**src/rtl/rkv_pkg.sv**
```systemverilog
// shared types, codes and default sizes for the rotary embedding cache prep block
`timescale 1ns / 1ps
`default_nettype none

package rkv_pkg;

    localparam int DEF_HEAD_DIM     = 128;
    localparam int DEF_QUERY_HEADS  = 16;
    localparam int DEF_KV_HEADS     = 2;
    localparam int DEF_CACHE_LENGTH = 1024;
    localparam int DEF_QUEUE_DEPTH  = 4;

    localparam int POS_W  = 10;
    localparam int IDX_W  = 10;
    localparam int VAL_W  = 16;
    localparam int ADDR_W = 18;
    localparam int ROW_W  = 9;

    localparam logic [1:0] KIND_LOAD = 2'd0;
    localparam logic [1:0] KIND_DATA = 2'd1;
    localparam logic [1:0] KIND_MASK = 2'd2;

    localparam logic [1:0] SEC_QUERY = 2'd0;
    localparam logic [1:0] SEC_KEY   = 2'd1;
    localparam logic [1:0] SEC_VALUE = 2'd2;

    typedef struct packed {
        logic [1:0]              kind;
        logic                    row_we;
        logic [ROW_W-1:0]        row_index;
        logic signed [VAL_W-1:0] value_a;
        logic signed [VAL_W-1:0] value_b;
        logic [1:0]              section;
        logic [3:0]              head_number;
        logic [5:0]              pair_index;
        logic                    cache_write;
        logic [ADDR_W-1:0]       cache_address;
        logic                    mask_byte;
        logic                    last;
    } t_cmd;

endpackage

`default_nettype wire

```
**src/rtl/rkv_fifo.sv**
```systemverilog
// short queue of classified words between front and back
`timescale 1ns / 1ps
`default_nettype none

module rkv_fifo #(
    parameter int DEPTH = rkv_pkg::DEF_QUEUE_DEPTH
) (
    input  wire logic          i_clk,
    input  wire logic          i_rst_n,
    input  wire logic          i_push_valid,
    output logic               o_push_ready,
    input  wire rkv_pkg::t_cmd i_push_cmd,
    output logic               o_pop_valid,
    input  wire logic          i_pop_ready,
    output rkv_pkg::t_cmd      o_pop_cmd
);
    import rkv_pkg::*;

    localparam int AW = (DEPTH > 1) ? $clog2(DEPTH) : 1;
    localparam int CW = $clog2(DEPTH + 1);

    t_cmd          r_mem [DEPTH];
    logic [AW-1:0] r_wptr;
    logic [AW-1:0] r_rptr;
    logic [CW-1:0] r_count;

    logic w_push;
    logic w_pop;

    assign o_push_ready = (r_count != CW'(DEPTH));
    assign o_pop_valid  = (r_count != '0);
    assign o_pop_cmd    = r_mem[r_rptr];
    assign w_push       = i_push_valid && o_push_ready;
    assign w_pop        = o_pop_valid && i_pop_ready;

    always_ff @(posedge i_clk) begin
        if (w_push) begin
            r_mem[r_wptr] <= i_push_cmd;
        end
    end

    always_ff @(posedge i_clk) begin
        if (!i_rst_n) begin
            r_wptr  <= '0;
            r_rptr  <= '0;
            r_count <= '0;
        end else begin
            if (w_push) begin
                r_wptr <= (r_wptr == AW'(DEPTH - 1)) ? '0 : r_wptr + AW'(1);
            end
            if (w_pop) begin
                r_rptr <= (r_rptr == AW'(DEPTH - 1)) ? '0 : r_rptr + AW'(1);
            end
            if (w_push && !w_pop) begin
                r_count <= r_count + CW'(1);
            end else if (w_pop && !w_push) begin
                r_count <= r_count - CW'(1);
            end
        end
    end

    a_count_bound: assert property (@(posedge i_clk) disable iff (!i_rst_n)
        r_count <= CW'(DEPTH))
        else $error("queue fill count beyond depth");

    a_count_push: assert property (@(posedge i_clk) disable iff (!i_rst_n)
        w_push && !w_pop |=> r_count == $past(r_count) + CW'(1))
        else $error("queue fill count lost a push");

endmodule

`default_nettype wire

```
**config.mk**
```make
export PLATFORM = sky130hd
export DESIGN_NAME = rkv_fifo
export DESIGN_NICKNAME = d
export VERILOG_FILES = /design/src/rtl/rkv_pkg.sv /design/src/rtl/rkv_fifo.sv
export SDC_FILE = /design/constraint.sdc
export NUM_CORES = 1
export LEC_CHECK = 0
export BUFFER_PORTS_ARGS = -buffer_cell sky130_fd_sc_hd__buf_2
export CAP_MARGIN = 0
export CELL_PAD_IN_SITES_DETAIL_PLACEMENT = 1
export CELL_PAD_IN_SITES_GLOBAL_PLACEMENT = 2
export CORE_ASPECT_RATIO = 1.5
export CORE_MARGIN = 2
export CORE_UTILIZATION = 45
export CTS_BUF_LIST = sky130_fd_sc_hd__clkbuf_16
export DETAILED_ROUTE_END_ITERATION = 8
export MAX_ROUTING_LAYER = met4
export PLACE_DENSITY = 0.77
export SLEW_MARGIN = 5
export SYNTH_ARGS = -nofsm -noshare
export SYNTH_HDL_FRONTEND = slang
export SYNTH_SLANG_ARGS = --single-unit
```
**constraint.sdc**
```tcl
create_clock -name i_clk -period 2.5 [get_ports i_clk]
set_input_delay 0.25 -clock i_clk [delete_from_list [all_inputs] [get_ports i_clk]]
set_output_delay 0.25 -clock i_clk [all_outputs]
set_load 0.02 [all_outputs]
```
==> impl_metrics.csv <==
group,metric,value,unit
run_status,status,"completed",
power,power_density,1010,nW/um^2
setup_path,path_cells,"buf_12 > mux4_2 > buf_2",
global_route,grt_pass1_vias,6374,
cts,cts-root-buf,"clkbuf_16",
setup_path,required,2.25,ns
global_route,gr-total-overflow,0,
cts,htreeDepth,1,
timing,setup_viol,0,
layout,area_delta_synth_final,26.6,%
floorplan,ios,160,
synthesis,netlist_area,11600,um^2
setup_path,crit_path_start_kind,"flip-flop",
floorplan,dieWidth,135,um
synthesis,synth_ff_type,"edfxtp_1",
floorplan,row_count,71,
setup_path,critPathCaptureType,"primary output",
floorplan,start_util,0.459,
synthesis,async_reset_ff_frac,0,
synthesis,yosysTopAreaCell,"edfxtp_1",
timing,finalHoldViolations,0,
floorplan,die-area,27100,um^2
synthesis,ys_seq_area_frac,0.814,
timing,max_freq,417,MHz
setup_path,critPathMaxStageDelay,0.61,ns
synthesis,synth_cell_type_count,27,
power,peakVddDrop,0.000877,V
synthesis,yosys-top-cells-count,"edfxtp_1 (308), mux4_2 (77), buf_2 (9), dfxtp_1 (9), ha_1 (6)",
synthesis,synth_top_area_share,0.798,
synthesis,syn_inst,454,
synthesis,synth_warnings,0,
detailed_routing,antenna_left,0,
synthesis,ys_seq_elements,317,
synthesis,synth.top_cells.by_area,"edfxtp_1 (80%), mux4_2 (15%), dfxtp_1 (1.6%)",
setup_path,cp_slowest_cell,"mux4_2",
synthesis,synth_edf_count,308,
timing,finalSetupTns,0,ns
layout,layout-drive-gt1-share,0.414,
cts,cts_tree,"yes",
synthesis,yosysMostFrequentCell,"edfxtp_1",
detailed_routing,viasPerCell,5.26,
timing,rsz0062_at_grt,"no",
detailed_routing,routed_wl,23.8,mm
min_path,hp-class,"input port to flip-flop",
detailed_routing,routedWlPerCell,22.4,um
global_route,grt_use_total,0.186,
cts,clk_pin_slew,0.07,ns
timing,period_share,0.958,
timing,skew,0.00855,ns
floorplan,core,25200,um^2
placed_design,port_buffers,159,
cts,clock_sinks,317,
timing,final_max_slew_viol_count,0,
cts,postCtsSetupRepairBufs,0,
detailed_routing,drt_iter0_drc,276,
layout,nNetsFinal,801,
synthesis,synthesis.nets,542,
global_route,grt_pass1_wl,37.1,mm
placed_design,dp_hpwl,13.7,mm
layout,final_cells,1065,
timing,whs,0.0581,ns
setup_path,cp_max_fo,54,
placed_design,dp_cells,931,
detailed_routing,vias,5604,
global_route,antenna_found_initial,0,
cts,clkLatencyLatePin,0.56,ns
layout,n_antenna_cell,0,
power,power.leakage,4.99,nW
flow_run,drv_cap,0,
cts,numCtsBuffers,30,
timing,maxSlewHeadroom,0.641,
floorplan,die_h,201,um
layout,nFillCells,2201,
placed_design,routabilityCongestion,0.748,
setup_path,worstSetupPathType,"flip-flop to primary output",
detailed_routing,drt_first_pass_iters,4,
timing,finalCriticalPeriod,2.40,ns
setup_path,arrival,2.15,ns
detailed_routing,route.detailed.drc,0,
timing,worst_slew_pin_slew,0.538,ns
synthesis,syn-mean-instance-area,25.5,um^2
cts,clockBufferDepth,3,
global_route,grt_max_degree,78,
per-layer routing:
metal | up-vias | GRT usage | share of wire | wire length [um]
li1 | 2458 | - | - | -
met1 | 2948 | 0.221 | 0.38 | 9040
met2 | 151 | 0.322 | 0.55 | 13000
met3 | 47 | 0.0288 | 0.042 | 1010
met4 | 0 | 0.0670 | 0.031 | 733
met5 | - | - | 0 | 0
flip-flops by register name, summed over array words and instances (netlist names), named ones only:
register,cells
r_count,3
r_mem,308
r_rptr,2
r_wptr,2
power breakdown:
part | internal, mW | switching (mW)
Clock | 2.76 | 1.87
Combinational | 1.49 | 2.03
Sequential | 6.45 | 0.184
cell type report:
| type | instances | area, um^2 | area share |
|---|---|---|---|
| timing repair buffer | 247 | 1740 | 0.119 |
| inverter | 3 | 11.3 | 0.000768 |
| sequential | 317 | 9440 | 0.643 |
| clock inverter | 25 | 250 | 0.0171 |
| clock buffer | 31 | 776 | 0.0529 |
| multi-input combinational | 114 | 2040 | 0.139 |
| tap | 328 | 410 | 0.0280 |
through the flow:
stage	setup WS, ns	area [um^2]	util	power [mW]
after floorplan	0.296	11600	-	9.02
after global placement	0.245	12900	0.509	10.1
after detailed placement	0.00197	12900	0.509	10.2
after CTS	0.0466	14700	0.581	15.0
after global routing	0.00906	14700	0.582	15.4
final	0.104	14700	0.582	14.8
final timing paths:
kind	from	endpoint	slack [ns]	depth (start not counted)
hold reg to reg	r_wptr[1]	r_wptr[1]	0.52	2
setup / recovery	flip-flop	o_pop_cmd[47]	0.10	3
setup reg to reg	r_count[2]	r_count[2]	0.17	8
hold / removal	i_rst_n	r_wptr[0]	0.06	3
critical path, delay by kind of cell (launching register included):
family	cells	cell delay, ns
mux	1	0.61
buf+inv	2	0.57
flops	1	0.36
repair_timing:
item	CTS	global route
gates resized for setup	1	5
hold buffers	78	0
setup endpoints to repair	1	2
hold endpoints to repair	309	0
cells in the final DEF, fill, tap and decap left out, types with 6 or more instances in the layout:
master and instances:
clkbuf_16 31, ha_1 6, edfxtp_1 308, mux4_2 77, clkinv_2 6, dlygate4sd3_1 78, inv_1 8, buf_12 7
buf_2 159
cell families after synthesis:
kind of cell | after synthesis | share of synthesized area
DFF | 317 | 0.814
xor gates and xnor gates | 2 | 0.00151
adders and majority gates | 7 | 0.00821
muxes | 79 | 0.151
and+or+nand+nor | 20 | 0.0102
AOI/OAI and AO/OA | 6 | 0.00302
buffers and inverters | 23 | 0.0118
No activity file was read; power rests on OpenSTA's default activity.
