**src/rtl/rkv_pkg.sv**
```systemverilog
// shared types, codes and default sizes for the rotary embedding cache prep block
`timescale 1ns / 1ps
`default_nettype none

package rkv_pkg;

    localparam int DEF_HEAD_DIM     = 128;
    localparam int DEF_QUERY_HEADS  = 16;
    localparam int DEF_KV_HEADS     = 2;
    localparam int DEF_CACHE_LENGTH = 1024;
    localparam int DEF_QUEUE_DEPTH  = 4;

    localparam int POS_W  = 10;
    localparam int IDX_W  = 10;
    localparam int VAL_W  = 16;
    localparam int ADDR_W = 18;
    localparam int ROW_W  = 9;

    localparam logic [1:0] KIND_LOAD = 2'd0;
    localparam logic [1:0] KIND_DATA = 2'd1;
    localparam logic [1:0] KIND_MASK = 2'd2;

    localparam logic [1:0] SEC_QUERY = 2'd0;
    localparam logic [1:0] SEC_KEY   = 2'd1;
    localparam logic [1:0] SEC_VALUE = 2'd2;

    typedef struct packed {
        logic [1:0]              kind;
        logic                    row_we;
        logic [ROW_W-1:0]        row_index;
        logic signed [VAL_W-1:0] value_a;
        logic signed [VAL_W-1:0] value_b;
        logic [1:0]              section;
        logic [3:0]              head_number;
        logic [5:0]              pair_index;
        logic                    cache_write;
        logic [ADDR_W-1:0]       cache_address;
        logic                    mask_byte;
        logic                    last;
    } t_cmd;

endpackage

`default_nettype wire

```
**src/rtl/rkv_front.sv**
```systemverilog
// front end: accepts words, tracks the packed pair stream and classifies each word
`timescale 1ns / 1ps
`default_nettype none

module rkv_front #(
    parameter int HEAD_DIM     = rkv_pkg::DEF_HEAD_DIM,
    parameter int QUERY_HEADS  = rkv_pkg::DEF_QUERY_HEADS,
    parameter int KV_HEADS     = rkv_pkg::DEF_KV_HEADS,
    parameter int CACHE_LENGTH = rkv_pkg::DEF_CACHE_LENGTH
) (
    input  wire logic                        i_clk,
    input  wire logic                        i_rst_n,
    input  wire logic                        i_cfg_valid,
    output logic                             o_cfg_ready,
    input  wire logic [rkv_pkg::POS_W-1:0]   i_cfg_data,
    input  wire logic                        i_in_valid,
    output logic                             o_in_ready,
    input  wire logic [1:0]                  i_opcode,
    input  wire logic [rkv_pkg::IDX_W-1:0]   i_index,
    input  wire logic signed [rkv_pkg::VAL_W-1:0] i_value_a,
    input  wire logic signed [rkv_pkg::VAL_W-1:0] i_value_b,
    output logic                             o_push_valid,
    input  wire logic                        i_push_ready,
    output rkv_pkg::t_cmd                    o_cmd
);
    import rkv_pkg::*;

    localparam int HALF   = HEAD_DIM / 2;
    localparam int MAXH   = (QUERY_HEADS > KV_HEADS) ? QUERY_HEADS : KV_HEADS;
    localparam int HW     = (MAXH > 1) ? $clog2(MAXH) : 1;
    localparam int PW     = (HALF > 1) ? $clog2(HALF) : 1;
    localparam logic [ADDR_W-1:0] HEAD_STRIDE = ADDR_W'(CACHE_LENGTH * HEAD_DIM);

    logic [1:0]        r_sec;
    logic [HW-1:0]     r_head;
    logic [PW-1:0]     r_pidx;
    logic [ADDR_W-1:0] r_head_base;
    logic [POS_W-1:0]  r_pos;
    logic [ADDR_W-1:0] r_pos_off;
    logic              r_pos_ok;

    logic [1:0]        n_sec;
    logic [HW-1:0]     n_head;
    logic [PW-1:0]     n_pidx;
    logic [ADDR_W-1:0] n_head_base;

    logic w_acc;
    logic w_acc_data;
    logic w_p_end;
    logic w_h_end;

    assign o_cfg_ready  = 1'b1;
    assign o_in_ready   = i_push_ready;
    assign o_push_valid = i_in_valid;
    assign w_acc        = i_in_valid && i_push_ready;
    assign w_acc_data   = w_acc && (i_opcode == KIND_DATA);

    assign w_p_end = (r_pidx == PW'(HALF - 1));
    assign w_h_end = (r_sec == SEC_QUERY) ? (r_head == HW'(QUERY_HEADS - 1))
                                          : (r_head == HW'(KV_HEADS - 1));

    always_comb begin
        n_sec       = r_sec;
        n_head      = r_head;
        n_pidx      = r_pidx + PW'(1);
        n_head_base = r_head_base;
        if (w_p_end) begin
            n_pidx = '0;
            if (w_h_end) begin
                n_head      = '0;
                n_head_base = '0;
                case (r_sec)
                    SEC_QUERY: n_sec = SEC_KEY;
                    SEC_KEY:   n_sec = SEC_VALUE;
                    default:   n_sec = SEC_QUERY;
                endcase
            end else begin
                n_head      = r_head + HW'(1);
                n_head_base = r_head_base + HEAD_STRIDE;
            end
        end
    end

    always_ff @(posedge i_clk) begin
        if (!i_rst_n) begin
            r_sec       <= SEC_QUERY;
            r_head      <= '0;
            r_pidx      <= '0;
            r_head_base <= '0;
            r_pos       <= '0;
            r_pos_off   <= '0;
            r_pos_ok    <= 1'b1;
        end else begin
            if (w_acc_data) begin
                r_sec       <= n_sec;
                r_head      <= n_head;
                r_pidx      <= n_pidx;
                r_head_base <= n_head_base;
            end
            if (i_cfg_valid) begin
                r_pos     <= i_cfg_data;
                r_pos_off <= ADDR_W'(i_cfg_data) * ADDR_W'(HEAD_DIM);
                r_pos_ok  <= (17'(i_cfg_data) < 17'(CACHE_LENGTH));
            end
        end
    end

    always_comb begin
        o_cmd               = '0;
        o_cmd.kind          = i_opcode;
        o_cmd.value_a       = i_value_a;
        o_cmd.value_b       = i_value_b;
        case (i_opcode)
            KIND_LOAD: begin
                o_cmd.row_we    = (11'(i_index) < 11'(HEAD_DIM));
                o_cmd.row_index = ROW_W'(i_index);
            end
            KIND_DATA: begin
                o_cmd.row_index   = ROW_W'(r_pidx);
                o_cmd.section     = r_sec;
                o_cmd.head_number = 4'(r_head);
                o_cmd.pair_index  = 6'(r_pidx);
                o_cmd.cache_write = (r_sec != SEC_QUERY) && r_pos_ok;
                if (o_cmd.cache_write) begin
                    o_cmd.cache_address = r_head_base + r_pos_off + ADDR_W'(r_pidx);
                end
                o_cmd.last = (r_sec == SEC_VALUE) && w_h_end && w_p_end;
            end
            KIND_MASK: begin
                o_cmd.mask_byte = !((17'(i_index) < 17'(CACHE_LENGTH)) &&
                                    (i_index <= r_pos));
            end
            default: begin
                o_cmd.value_a = '0;
                o_cmd.value_b = '0;
            end
        endcase
    end

    a_last_wraps: assert property (@(posedge i_clk) disable iff (!i_rst_n)
        w_acc_data && o_cmd.last |=> r_sec == SEC_QUERY && r_head == '0 && r_pidx == '0)
        else $error("pair stream did not wrap after last pair");

    a_write_kind: assert property (@(posedge i_clk) disable iff (!i_rst_n)
        o_cmd.cache_write |-> o_cmd.kind == KIND_DATA && o_cmd.section != SEC_QUERY)
        else $error("cache write on a word that is not a key or value pair");

endmodule

`default_nettype wire

```
**config.mk**
```make
export PLATFORM = sky130hd
export DESIGN_NAME = rkv_front
export DESIGN_NICKNAME = d
export VERILOG_FILES = /design/src/rtl/rkv_pkg.sv /design/src/rtl/rkv_front.sv
export SDC_FILE = /design/constraint.sdc
export NUM_CORES = 1
export LEC_CHECK = 0
export BUFFER_PORTS_ARGS = -buffer_cell sky130_fd_sc_hd__buf_4
export CORE_UTILIZATION = 30
export DETAILED_ROUTE_END_ITERATION = 6
export RECOVER_POWER = 25
export REMOVE_ABC_BUFFERS = 1
export SYNTH_ARGS = -nofsm -noshare
export SYNTH_HDL_FRONTEND = slang
export SYNTH_SLANG_ARGS = --single-unit
```
**constraint.sdc**
```tcl
create_clock -name i_clk -period 4.35 [get_ports i_clk]
set_clock_uncertainty 0.05 [all_clocks]
set_input_delay 0.2175 -clock i_clk [delete_from_list [all_inputs] [get_ports i_clk]]
set_output_delay 0.2175 -clock i_clk [all_outputs]
set_load 0.005 [all_outputs]
```
==> metrics, run 1 <==
aggregate global-route resource usage=17.0%; Routability Congestion=0.814; status=finished, final reports clean; Non-Filler Instances=~450; CP Capture Type=primary output; CTS Root Cell=clkbuf_8; Fin. Hold Viols=0; DP Area=2950 um2; largest net degree at the start of global routing=33; synth warn=0; vias in the first global route=1894; Detail Placement HPWL=approximately 4800 um; Core Area=around 6100 um2; wire per inst=~14 um; die area=about 6800 um2; hold depth=3; VDD IR-drop max=0.121 mV; Routed Antenna Nets=0; share of the synthesized area in the top cell type=23.7%; post-synth top area cell=dfxtp_1; Synth async-reset ratio=0%; worst min path class=input pin to register; vias=~2100; fmax=0.389 GHz; Layout Nets=about 450; total congestion overflow=0; Syn Std Cell Area=1950 um2; CP Data Arrival Time=2.31 ns; final instance area=a little under 3000 um2; Final setup violation count=0; H-tree Lvls=1; R2R cell count=4; WS Path Type=input pin to primary output; first drt pass iteration count=4; final wirelength=6060 um; Vert. Die Dim=82.5 um; PD cells=172 nW/um2; Setup Fix Bufs, Post-CTS=0; input/output buffers=136; register area share after synthesis=a little under a quarter; Initial Util=between 30% and 40%; synth top area cells=dfxtp_1 24%, and2_1 18%, mux2i_1 9.3%, ha_1 8.4%, nor2_1 4.2%; fillcell total=approximately 620; residual DRC count=0; Netlist cell types=40; clock slew at reported path FFs=0.09 ns; I/O pins=between 100 and 150; TritonCTS Buffers=3; largest fanout on the critical path=13; ratio of cells with drive above 1 in the final layout=37.5%; Pleak=1.49 nW; Tcrit/Tclk final=59.1%; first-pass GRT wire length=8850 um; Clock Latency Late Sink=0.27 ns; Post-Syn Instances=252; Most used DFF post-synth=dfxtp_1; initial antenna violation count=0; Vias/cell=4.69; setup_tns=0 ns; MaxCap Viol Count=0; Hold-fix buffers, CTS=0; unrepaired setup endpoints after global routing=no; Slew @ Worst Pin=approximately 0.71 ns; area grow syn2layout=53.1%; die width=82.5 um; EDFF count, synth=0; placement row count=28; Max-slew headroom=52.7%; Cells after DPL=444; Slew Limit Fails=0; CP Launch Type=input pin; initial DRC count=58; clock sinks=23; Required @ worst endpoint=4.08 ns; Mean Syn Cell Area=between 7 and 8 um2; min Tclk post-route=approximately 2.6 ns; TritonCTS clock tree=done; Ant. Diodes=0; maximum root-to-sink buffer count=2; Seq cells post-synth=23; CTS resizes=0
## flip-flops by register name, indices dropped and copies added (netlist names)
name,flops
r_pos,10
r_pidx,6
r_head,4
r_sec,2
r_head_base,1
## cells in the final DEF, fill, tap and decap left out, types with 2 or more instances in the layout
cell type / instances
nor2b_1: 13
nand3b_1: 2
nand4_1: 5
clkbuf_1: 5
mux2i_1: 18
dfxtp_1: 23
and2_0: 3
clkbuf_8: 3
inv_1: 16
nand3_1: 2
nand2b_1: 2
nor4b_1: 3
a211oi_1: 3
buf_4: 128
a21oi_1: 3
clkbuf_4: 5
xnor2_1: 4
o21ai_0: 4
nand2_1: 17
conb_1: 2
ha_1: 13
and3_1: 2
nor2_1: 22
and2_1: 52
xor2_1: 3
o22ai_1: 3
nor3_1: 3
## kinds of logic after synthesis
family / count (synthesis) / share of synthesized area, %
multiplexers: 18 / 9.26
AND/OR/NAND/NOR: 133 / 39.0
buffers and inverters: 36 / 9.20
AO/OA/AOI/OAI: 20 / 7.01
adder cells (fa/ha/maj): 13 / 8.36
other: 2 / 0.386
XOR/XNOR: 7 / 3.15
flip-flops: 23 / 23.7
## worst paths after layout
path | end | startpoint | slack [ns]
max reg2reg | r_head[2]$_SDFFE_PN0P_ | r_pidx[3]$_SDFFE_PN0P_ | 2.84
min | r_pos[1]$_SDFFE_PN0P_ | i_cfg_data[1] | 0.15
min reg2reg | r_head_base[17]$_SDFFE_PN0P_ | r_head_base[17]$_SDFFE_PN0P_ | 0.44
max | o_cmd[3] | i_opcode[0] | 1.78
## critical path, stage by stage
cell and delay [ns]:
clkbuf_1 0.50, nor2b_1 0.66, o21ai_0 0.18, buf_4 0.23
inv_1 0.22, and2_1 0.17, buf_4 0.11
## power breakdown
part           leakage, nW  switching (mW)  internal, mW  total, mW
Clock               0.0228          0.0755        0.0655      0.141
Sequential           0.187         0.00340         0.216      0.220
Combinational         1.28          0.0606        0.0914      0.152
## layer usage
| layer | vias up | track usage, % | wire [um] |
|---|---|---|---|
| met4 | 0 | 5.34 | 74 |
| met1 | 926 | 20.7 | 2530 |
| met3 | 6 | 3.63 | 594 |
| met2 | 104 | 29.5 | 2860 |
| li1 | 1065 | - | - |
| met5 | - | 0 | 0 |
## through the flow
stage	util (%)	setup WS [ns]	hold slack [ns]	power, mW
2_1_floorplan	-	2.56	0.289	0.280
6_report	48.9	1.78	0.149	0.513
4_1_cts	49.1	2.09	0.147	0.520
3_3_place_gp	48.4	2.21	0.426	0.378
5_1_grt	48.9	1.44	0.154	0.546
3_5_place_dp	48.4	2.09	0.425	0.380
## synth_stat cells, types with 3 or more instances
master    count
nand2_1      17
nand4_1       5
o21ai_0       4
ha_1         13
o22ai_1       3
a21oi_1       3
nor3_1        3
nor2_1       22
a211oi_1      3
inv_1        16
mux2i_1      18
and2_1       55
dfxtp_1      23
nor4b_1       3
xnor2_1       4
nor2b_1      13
xor2_1        3
clkbuf_1      9
buf_4         7
## final cells by class
cell class	count	area, um2	area share [%]
timing repair buffer	137	1010	34.0
tap	75	93.8	3.15
multi-input combinational	193	1310	43.8
sequential	23	460	15.5
inverter	16	60.1	2.02
clock buffer	4	45.0	1.51
Power figures use the tool's default switching activity.
==> run 2, diff against run 1 <==
--- a/config.mk
+++ b/config.mk
@@ -5,6 +5,7 @@
 export SDC_FILE = /design/constraint.sdc
 export NUM_CORES = 1
 export LEC_CHECK = 0
+export ABC_AREA = 1
 export BUFFER_PORTS_ARGS = -buffer_cell sky130_fd_sc_hd__buf_4
 export CORE_UTILIZATION = 30
 export DETAILED_ROUTE_END_ITERATION = 6
==> constraint.sdc (replaced) <==
create_clock -name i_clk -period 2.7 [get_ports i_clk]
set_clock_uncertainty 0.05 [all_clocks]
set_input_delay 0.135 -clock i_clk [delete_from_list [all_inputs] [get_ports i_clk]]
set_output_delay 0.135 -clock i_clk [all_outputs]
set_load 0.005 [all_outputs]
==> run 2 against run 1 <==
Against the previous run:
- hold slack lost 0.11 ns
- sequential share of layout area grew 0.098 points
- clock power grew 57%
- first-iteration DRC count grew 41%
- critical endpoint is now o_cmd[1]
- register-to-register slack lost 1.7 ns
- critical path type is now register to primary output
- sequential power grew 61%
==> metrics, run 2 <==
setup_tns=0 ns; adder-cell share of the synthesized area=between 8 and 9%; hold depth=3; vias=2334; main combinational cell family by area after synthesis=simple AND/OR/NAND/NOR gates; top flop regs=r_pos (10), r_pidx (6), r_head (4); Tcrit/Tclk final=between 60 and 70%; largest net degree at the start of global routing=33; aggregate global-route resource usage=about 18%; I/O pins=~140; Syn Std Cell Area=1880 um2; Endpoint, Worst Hold=r_pos[0]$_SDFFE_PN0P_; post-synth top area cell=dfxtp_1; H-tree Lvls=1; MaxCap Viol Count=0; wire per inst=11.7 um; input/output buffers=between 100 and 150; CP most frequent cell=nor2_1; Seq cells post-synth=23; largest fanout on the critical path=3; Slew @ Worst Pin=0.863 ns; CP Buf/Inv Count=2; fmax=approximately 0.53 GHz; worst hold path startpoint=i_cfg_data[0]; Vias/cell=around 4.4; ratio of cells with drive above 1 in the final layout=32.8%; Final Util=roughly half; Reg area=460 um2; PD cells=282 nW/um2; Most used DFF post-synth=dfxtp_1; Detail Placement HPWL=slightly above 5000 um; first-pass GRT wire length=9170 um; WS Path Type=register to primary output; Netlist cell types=27; Mean Syn Cell Area=5.81 um2; Post-synth top cells=83 x nor2_1, 74 x inv_1, 45 x nand2_1; Pleak=1.62 nW; Routed Antenna Nets=0; synth top area cells=dfxtp_1 25%, nor2_1 17%, inv_1 15%, nand2_1 9.0%, ha_1 8.7%; VDD IR-drop max=0.174 mV; clock slew at reported path FFs=0.09 ns; Core Area=5990 um2; min Tclk post-route=1.88 ns; R2R cell count=8; initial antenna violation count=0; status=finished, final reports clean; Slew Limit Fails=0; RR Startpoint=r_pidx[1]$_SDFFE_PN0P_; Top reg by flops=r_pos; Final setup violation count=0; unrepaired setup endpoints after global routing=no; CP top delay family=simple AND/OR/NAND/NOR gates; CP Launch Type=register; share of the synthesized area in the top cell type=24.5%; Hold-fix buffers, CTS=0; Layout Nets=524; register area share after synthesis=24.5%; total congestion overflow=0; top-count cell post-synth=nor2_1; initial DRC count=82; maximum root-to-sink buffer count=2; r2r setup slk=1.13 ns; area grow syn2layout=57.6%; Routability Congestion=0.874; die width=81.1 um; Largest register FFs=10; commonest non-fill, non-tap cell in the layout=buf_4; XOR/XNOR share of the synthesized area=0.466%; Clock Latency Late Sink=0.27 ns; Max-slew headroom=between 40% and 50%; Setup Fix Bufs, Post-CTS=0; placement row count=28; TritonCTS Buffers=3; Required @ worst endpoint=2.52 ns; fillcell total=roughly 650; Vert. Die Dim=81.1 um; final wirelength=approximately 6000 um; Ant. Diodes=0; cell depth of the worst setup path=8; synth warn=0; Synth async-reset ratio=0%; vias in the first global route=1991; Initial Util=31.3%; residual DRC count=0; Simple-Gate Fraction of Synth Area=about a third; CTS resizes=0; TritonCTS clock tree=done; clock sinks=23; Slowest cell on crit path=dfxtp_1; multi-input combinational cell area=1060 um2; R2R Path End=r_head_base[17]$_SDFFE_PN0P_; CTS Root Cell=clkbuf_8; CP max stage delay=between 0.3 and 0.4 ns; Post-Syn Instances=between 300 and 400; CP Data Arrival Time=1.70 ns; commonest non-fill, non-tap cells in the layout=123 x buf_4, 83 x nor2_1, 74 x inv_1, 45 x nand2_1, 23 x dfxtp_1; EDFF count, synth=0; worst min path class=input pin to register; Fin. Hold Viols=0; first drt pass iteration count=4; CP Capture Type=primary output; post-synthesis mux area share=0%; die area=6580 um2; CP Cell Sequence=inv_1 > ha_1 > nand2_1 > nor2_1 > a21boi_0 > nor2_1 > nor2_1 > buf_4; compound-cell area share of the yosys netlist=13.1%
-- run 2: changes by cell type in the layout (fill, tap and decap cells not counted), sizes merged, moves of 5 or more --
cell / change
a21oi: +14
and2: -55
buf: -5
inv: +60
mux2i: -18
nand2: +27
nand3: +10
nor2: +63
nor2b: -13
o21ai: +12
-- run 2: cell families after synthesis --
logic type,Yosys count
other,2
xor gates and xnor gates,1
and+or+nand+nor,152
AOI/OAI and AO/OA,43
buffers and inverters,89
adders and majority gates,13
DFF,23
-- run 2: layout make-up --
| class | count | share of cell area [%] |
|---|---|---|
| clock buffer | 3 | 1.39 |
| clock inverter | 1 | 0.169 |
| inverter | 76 | 9.64 |
| multi-input combinational | 211 | 35.8 |
| sequential | 23 | 15.6 |
| tap | 75 | 3.17 |
| timing repair buffer | 137 | 34.2 |
-- run 2: through the flow --
| stage | setup WS [ns] | power, mW | hold WS [ns] | std cells | area [um2] |
|---|---|---|---|---|---|
| after floorplan | 1.36 | 0.466 | 0.206 | 310 | 1810 |
| after global placement | 1.11 | 0.623 | 0.315 | 522 | 2930 |
| after detailed placement | 1.08 | 0.627 | 0.316 | 522 | 2930 |
| after CTS | 0.825 | 0.848 | 0.0304 | 526 | 2980 |
| after global routing | 0.679 | 0.893 | 0.0675 | 526 | 2960 |
| final | 0.815 | 0.835 | 0.0387 | 526 | 2960 |
-- run 2: worst max-delay path by stage --
stage,start,end,slack [ns]
finish,r_pos[9]$_SDFFE_PN0P_,o_cmd[1],0.82
global route,r_pos[9]$_SDFFE_PN0P_,o_cmd[1],0.68
CTS,r_pos[9]$_SDFFE_PN0P_,o_cmd[1],0.82
detailed placement,i_opcode[1],r_pidx[4]$_SDFFE_PN0P_,1.08
global placement,i_opcode[1],r_pidx[4]$_SDFFE_PN0P_,1.11
floorplan,r_pos[9]$_SDFFE_PN0P_,o_cmd[1],1.36
-- run 2: worst register-to-register path, stage by stage, from the launching register on --
cell     delay [ns]
dfxtp_1        0.40
ha_1           0.23
inv_1          0.06
nor2_1         0.09
nand2_1        0.10
nor2_4         0.22
nand3_2        0.13
nand2_1        0.12
a21oi_1        0.06
-- run 2: routing by layer --
| layer | routed length, um | part of all wire (%) | vias to the layer above | global-route usage [%] |
|---|---|---|---|---|
| met2 | 2960 | 48 | 110 | 33.3 |
| met4 | 76 | 1.2 | 0 | 5.18 |
| met5 | 0 | 0 | - | 0 |
| met1 | 2480 | 40 | 988 | 21.3 |
| met3 | 612 | 10 | 8 | 3.26 |
| li1 | - | - | 1228 | - |
-- run 2: report_power, final --
| part | internal [mW] | switching (mW) | leakage [nW] | total (mW) |
|---|---|---|---|---|
| Combinational | 0.141 | 0.118 | 1.41 | 0.259 |
| Sequential | 0.350 | 0.00405 | 0.188 | 0.354 |
| Clock | 0.103 | 0.118 | 0.0255 | 0.221 |
| Total | 0.594 | 0.240 | 1.62 | 0.835 |
==> run 3, diff against run 2 <==
--- a/config.mk
+++ b/config.mk
@@ -5,7 +5,7 @@
 export SDC_FILE = /design/constraint.sdc
 export NUM_CORES = 1
 export LEC_CHECK = 0
-export ABC_AREA = 1
+export ABC_AREA = 0
 export BUFFER_PORTS_ARGS = -buffer_cell sky130_fd_sc_hd__buf_4
 export CORE_UTILIZATION = 30
 export DETAILED_ROUTE_END_ITERATION = 6
==> constraint.sdc (replaced) <==
create_clock -name i_clk -period 1.5 [get_ports i_clk]
set_clock_uncertainty 0.05 [all_clocks]
set_input_delay 0.075 -clock i_clk [delete_from_list [all_inputs] [get_ports i_clk]]
set_output_delay 0.075 -clock i_clk [all_outputs]
set_load 0.005 [all_outputs]
==> run 3 against run 2 <==
Against the previous run:
- largest cell class unchanged
- the flow now finishes with violations (negative setup slack)
- setup slack lost 1.3 ns
- combinational power grew 96%
- total power grew 84%
- routed wire length grew 7.2%
- cell area grew 13%
- sequential power grew 80%
==> metrics, run 3 (synthesis results as in run 1) <==
Ant. Diodes=0; Final Util=55.1%; Pleak=1.66 nW; Final WS setup=-0.507 ns; commonest non-fill, non-tap cells in the layout=150 x buf_4, 50 x and2_1, 22 x nor2_1, 18 x mux2i_1, 17 x nand2_1; commonest non-fill, non-tap cell in the layout=buf_4; Initial Util=31.9%; PD cells=457 nW/um2; TritonCTS clock tree=done; R2R cell count=5; WS Path Type=register to primary output; MaxCap Viol Count=0; first drt pass iteration count=4; CP Data Arrival Time=around 1.9 ns; status=finished, violations left; Required @ worst endpoint=1.37 ns; TritonCTS Buffers=3; Vert. Die Dim=82.5 um; CTS Root Cell=clkbuf_8; R2R Path End=r_head[3]$_SDFFE_PN0P_; clock slew at reported path FFs=0.08 ns; clock sinks=23; first-pass GRT wire length=between 8000 and 9000 um; worst min path class=input pin to register; die width=82.5 um; Routability Congestion=about 0.84; Hold-fix buffers, CTS=0; Max-slew headroom=64.0%; CP Launch Type=register; Top reg by flops=r_pos; maximum root-to-sink buffer count=2; min Tclk post-route=2.01 ns; largest fanout on the critical path=2; Clock Latency Late Sink=0.26 ns; final wirelength=6570 um; vias in the first global route=1956; total congestion overflow=0; setup_tns=-0.606 ns; placement row count=28; ratio of cells with drive above 1 in the final layout=about half; Largest register FFs=10; Fin. Hold Viols=0; Detail Placement HPWL=5060 um; vias=between 2000 and 2500; initial DRC count=30; Tcrit/Tclk final=134%; largest net degree at the start of global routing=33; fmax=0.498 GHz; initial antenna violation count=0; failing checks=negative setup slack; top flop regs=r_pos (10), r_pidx (6), r_head (4); input/output buffers=136; unrepaired setup endpoints after global routing=yes; Final setup violation count=2; I/O pins=139; r2r setup slk=roughly 0.05 ns; Core Area=6100 um2; VDD IR-drop max=0.286 mV; Place WS=-0.205 ns; worst hold path startpoint=i_cfg_data[0]; RR Startpoint=r_sec[0]$_SDFFE_PN0P_; area grow syn2layout=72.6%; Vias/cell=approximately 4.7; Endpoint, Worst Hold=r_pos[0]$_SDFFE_PN0P_; aggregate global-route resource usage=17.3%; fillcell total=just under 600; CP Capture Type=primary output; hold depth=3; PnR Total Power=1.53 mW; H-tree Lvls=1; Layout Nets=between 400 and 500; hold slack=between 0.015 and 0.02 ns; Slew @ Worst Pin=0.540 ns; residual DRC count=0; Slew Limit Fails=0; Routed Antenna Nets=0; die area=approximately 7000 um2; wire per inst=around 14 um
==> run 3: power by group <==
part           internal, mW  switching (mW)  total, mW
sequential            0.627          0.0101      0.637
combinational         0.306           0.201      0.507
clock                 0.185           0.204      0.390
==> run 3: layout make-up <==
type                            count  area (um2)  area share (%)
Sequential cell                    23         474            14.1
Clock buffer                        3        41.3            1.23
Timing Repair Buffer              161        1230            36.8
Inverter                           16        62.6            1.86
Multi-Input combinational cell    193        1450            43.1
Clock inverter                      1        5.00           0.149
Tap cell                           75        93.8            2.79
==> run 3: worst max path at each step <==
stage	start	endpoint	slack [ns]	cells past startpoint
after floorplan	r_sec[0]$_SDFFE_PN0P_	o_cmd[19]	-0.14	3
after global placement	r_pos[7]$_SDFFE_PN0P_	o_cmd[1]	-0.19	7
after detailed placement	r_pos[7]$_SDFFE_PN0P_	o_cmd[1]	-0.21	7
after CTS	r_pos[3]$_SDFFE_PN0P_	o_cmd[1]	-0.42	7
after global routing	r_pos[9]$_SDFFE_PN0P_	o_cmd[1]	-0.59	7
final	r_pos[9]$_SDFFE_PN0P_	o_cmd[1]	-0.51	7
==> run 3: critical path, cell delays in order, from the launching register on <==
cell and delay [ns]:
dfxtp_2 0.35, inv_2 0.06, ha_4 0.26, nand4_1 0.15
a211oi_2 0.26, a2111oi_2 0.05, nor4b_1 0.32, buf_4 0.17
==> run 3: layer usage <==
| metal | vias up | wire (um) | global-route usage, % |
|---|---|---|---|
| met3 | 4 | 598 | 2.97 |
| met4 | 0 | 44 | 5.17 |
| met2 | 91 | 3170 | 30.7 |
| met1 | 987 | 2760 | 21.1 |
| li1 | 1114 | - | - |
| met5 | - | 0 | 0 |
==> run 3: what timing repair did <==
item | in CTS | in global routing
hold endpoints to repair | 0 | 0
pin swaps | 4 | 14
gates cloned | 0 | 1
resized for setup | 19 | 30
buffers inserted | 0 | 4
setup endpoints to repair | 19 | 19
==> run 3: metrics by stage <==
stage                     cell area (um2)  instances
after detailed placement             3090        463
after global routing                 3360        472
after global placement               3090        463
after CTS                            3220        467
after floorplan                      1830        232
final                                3360        472
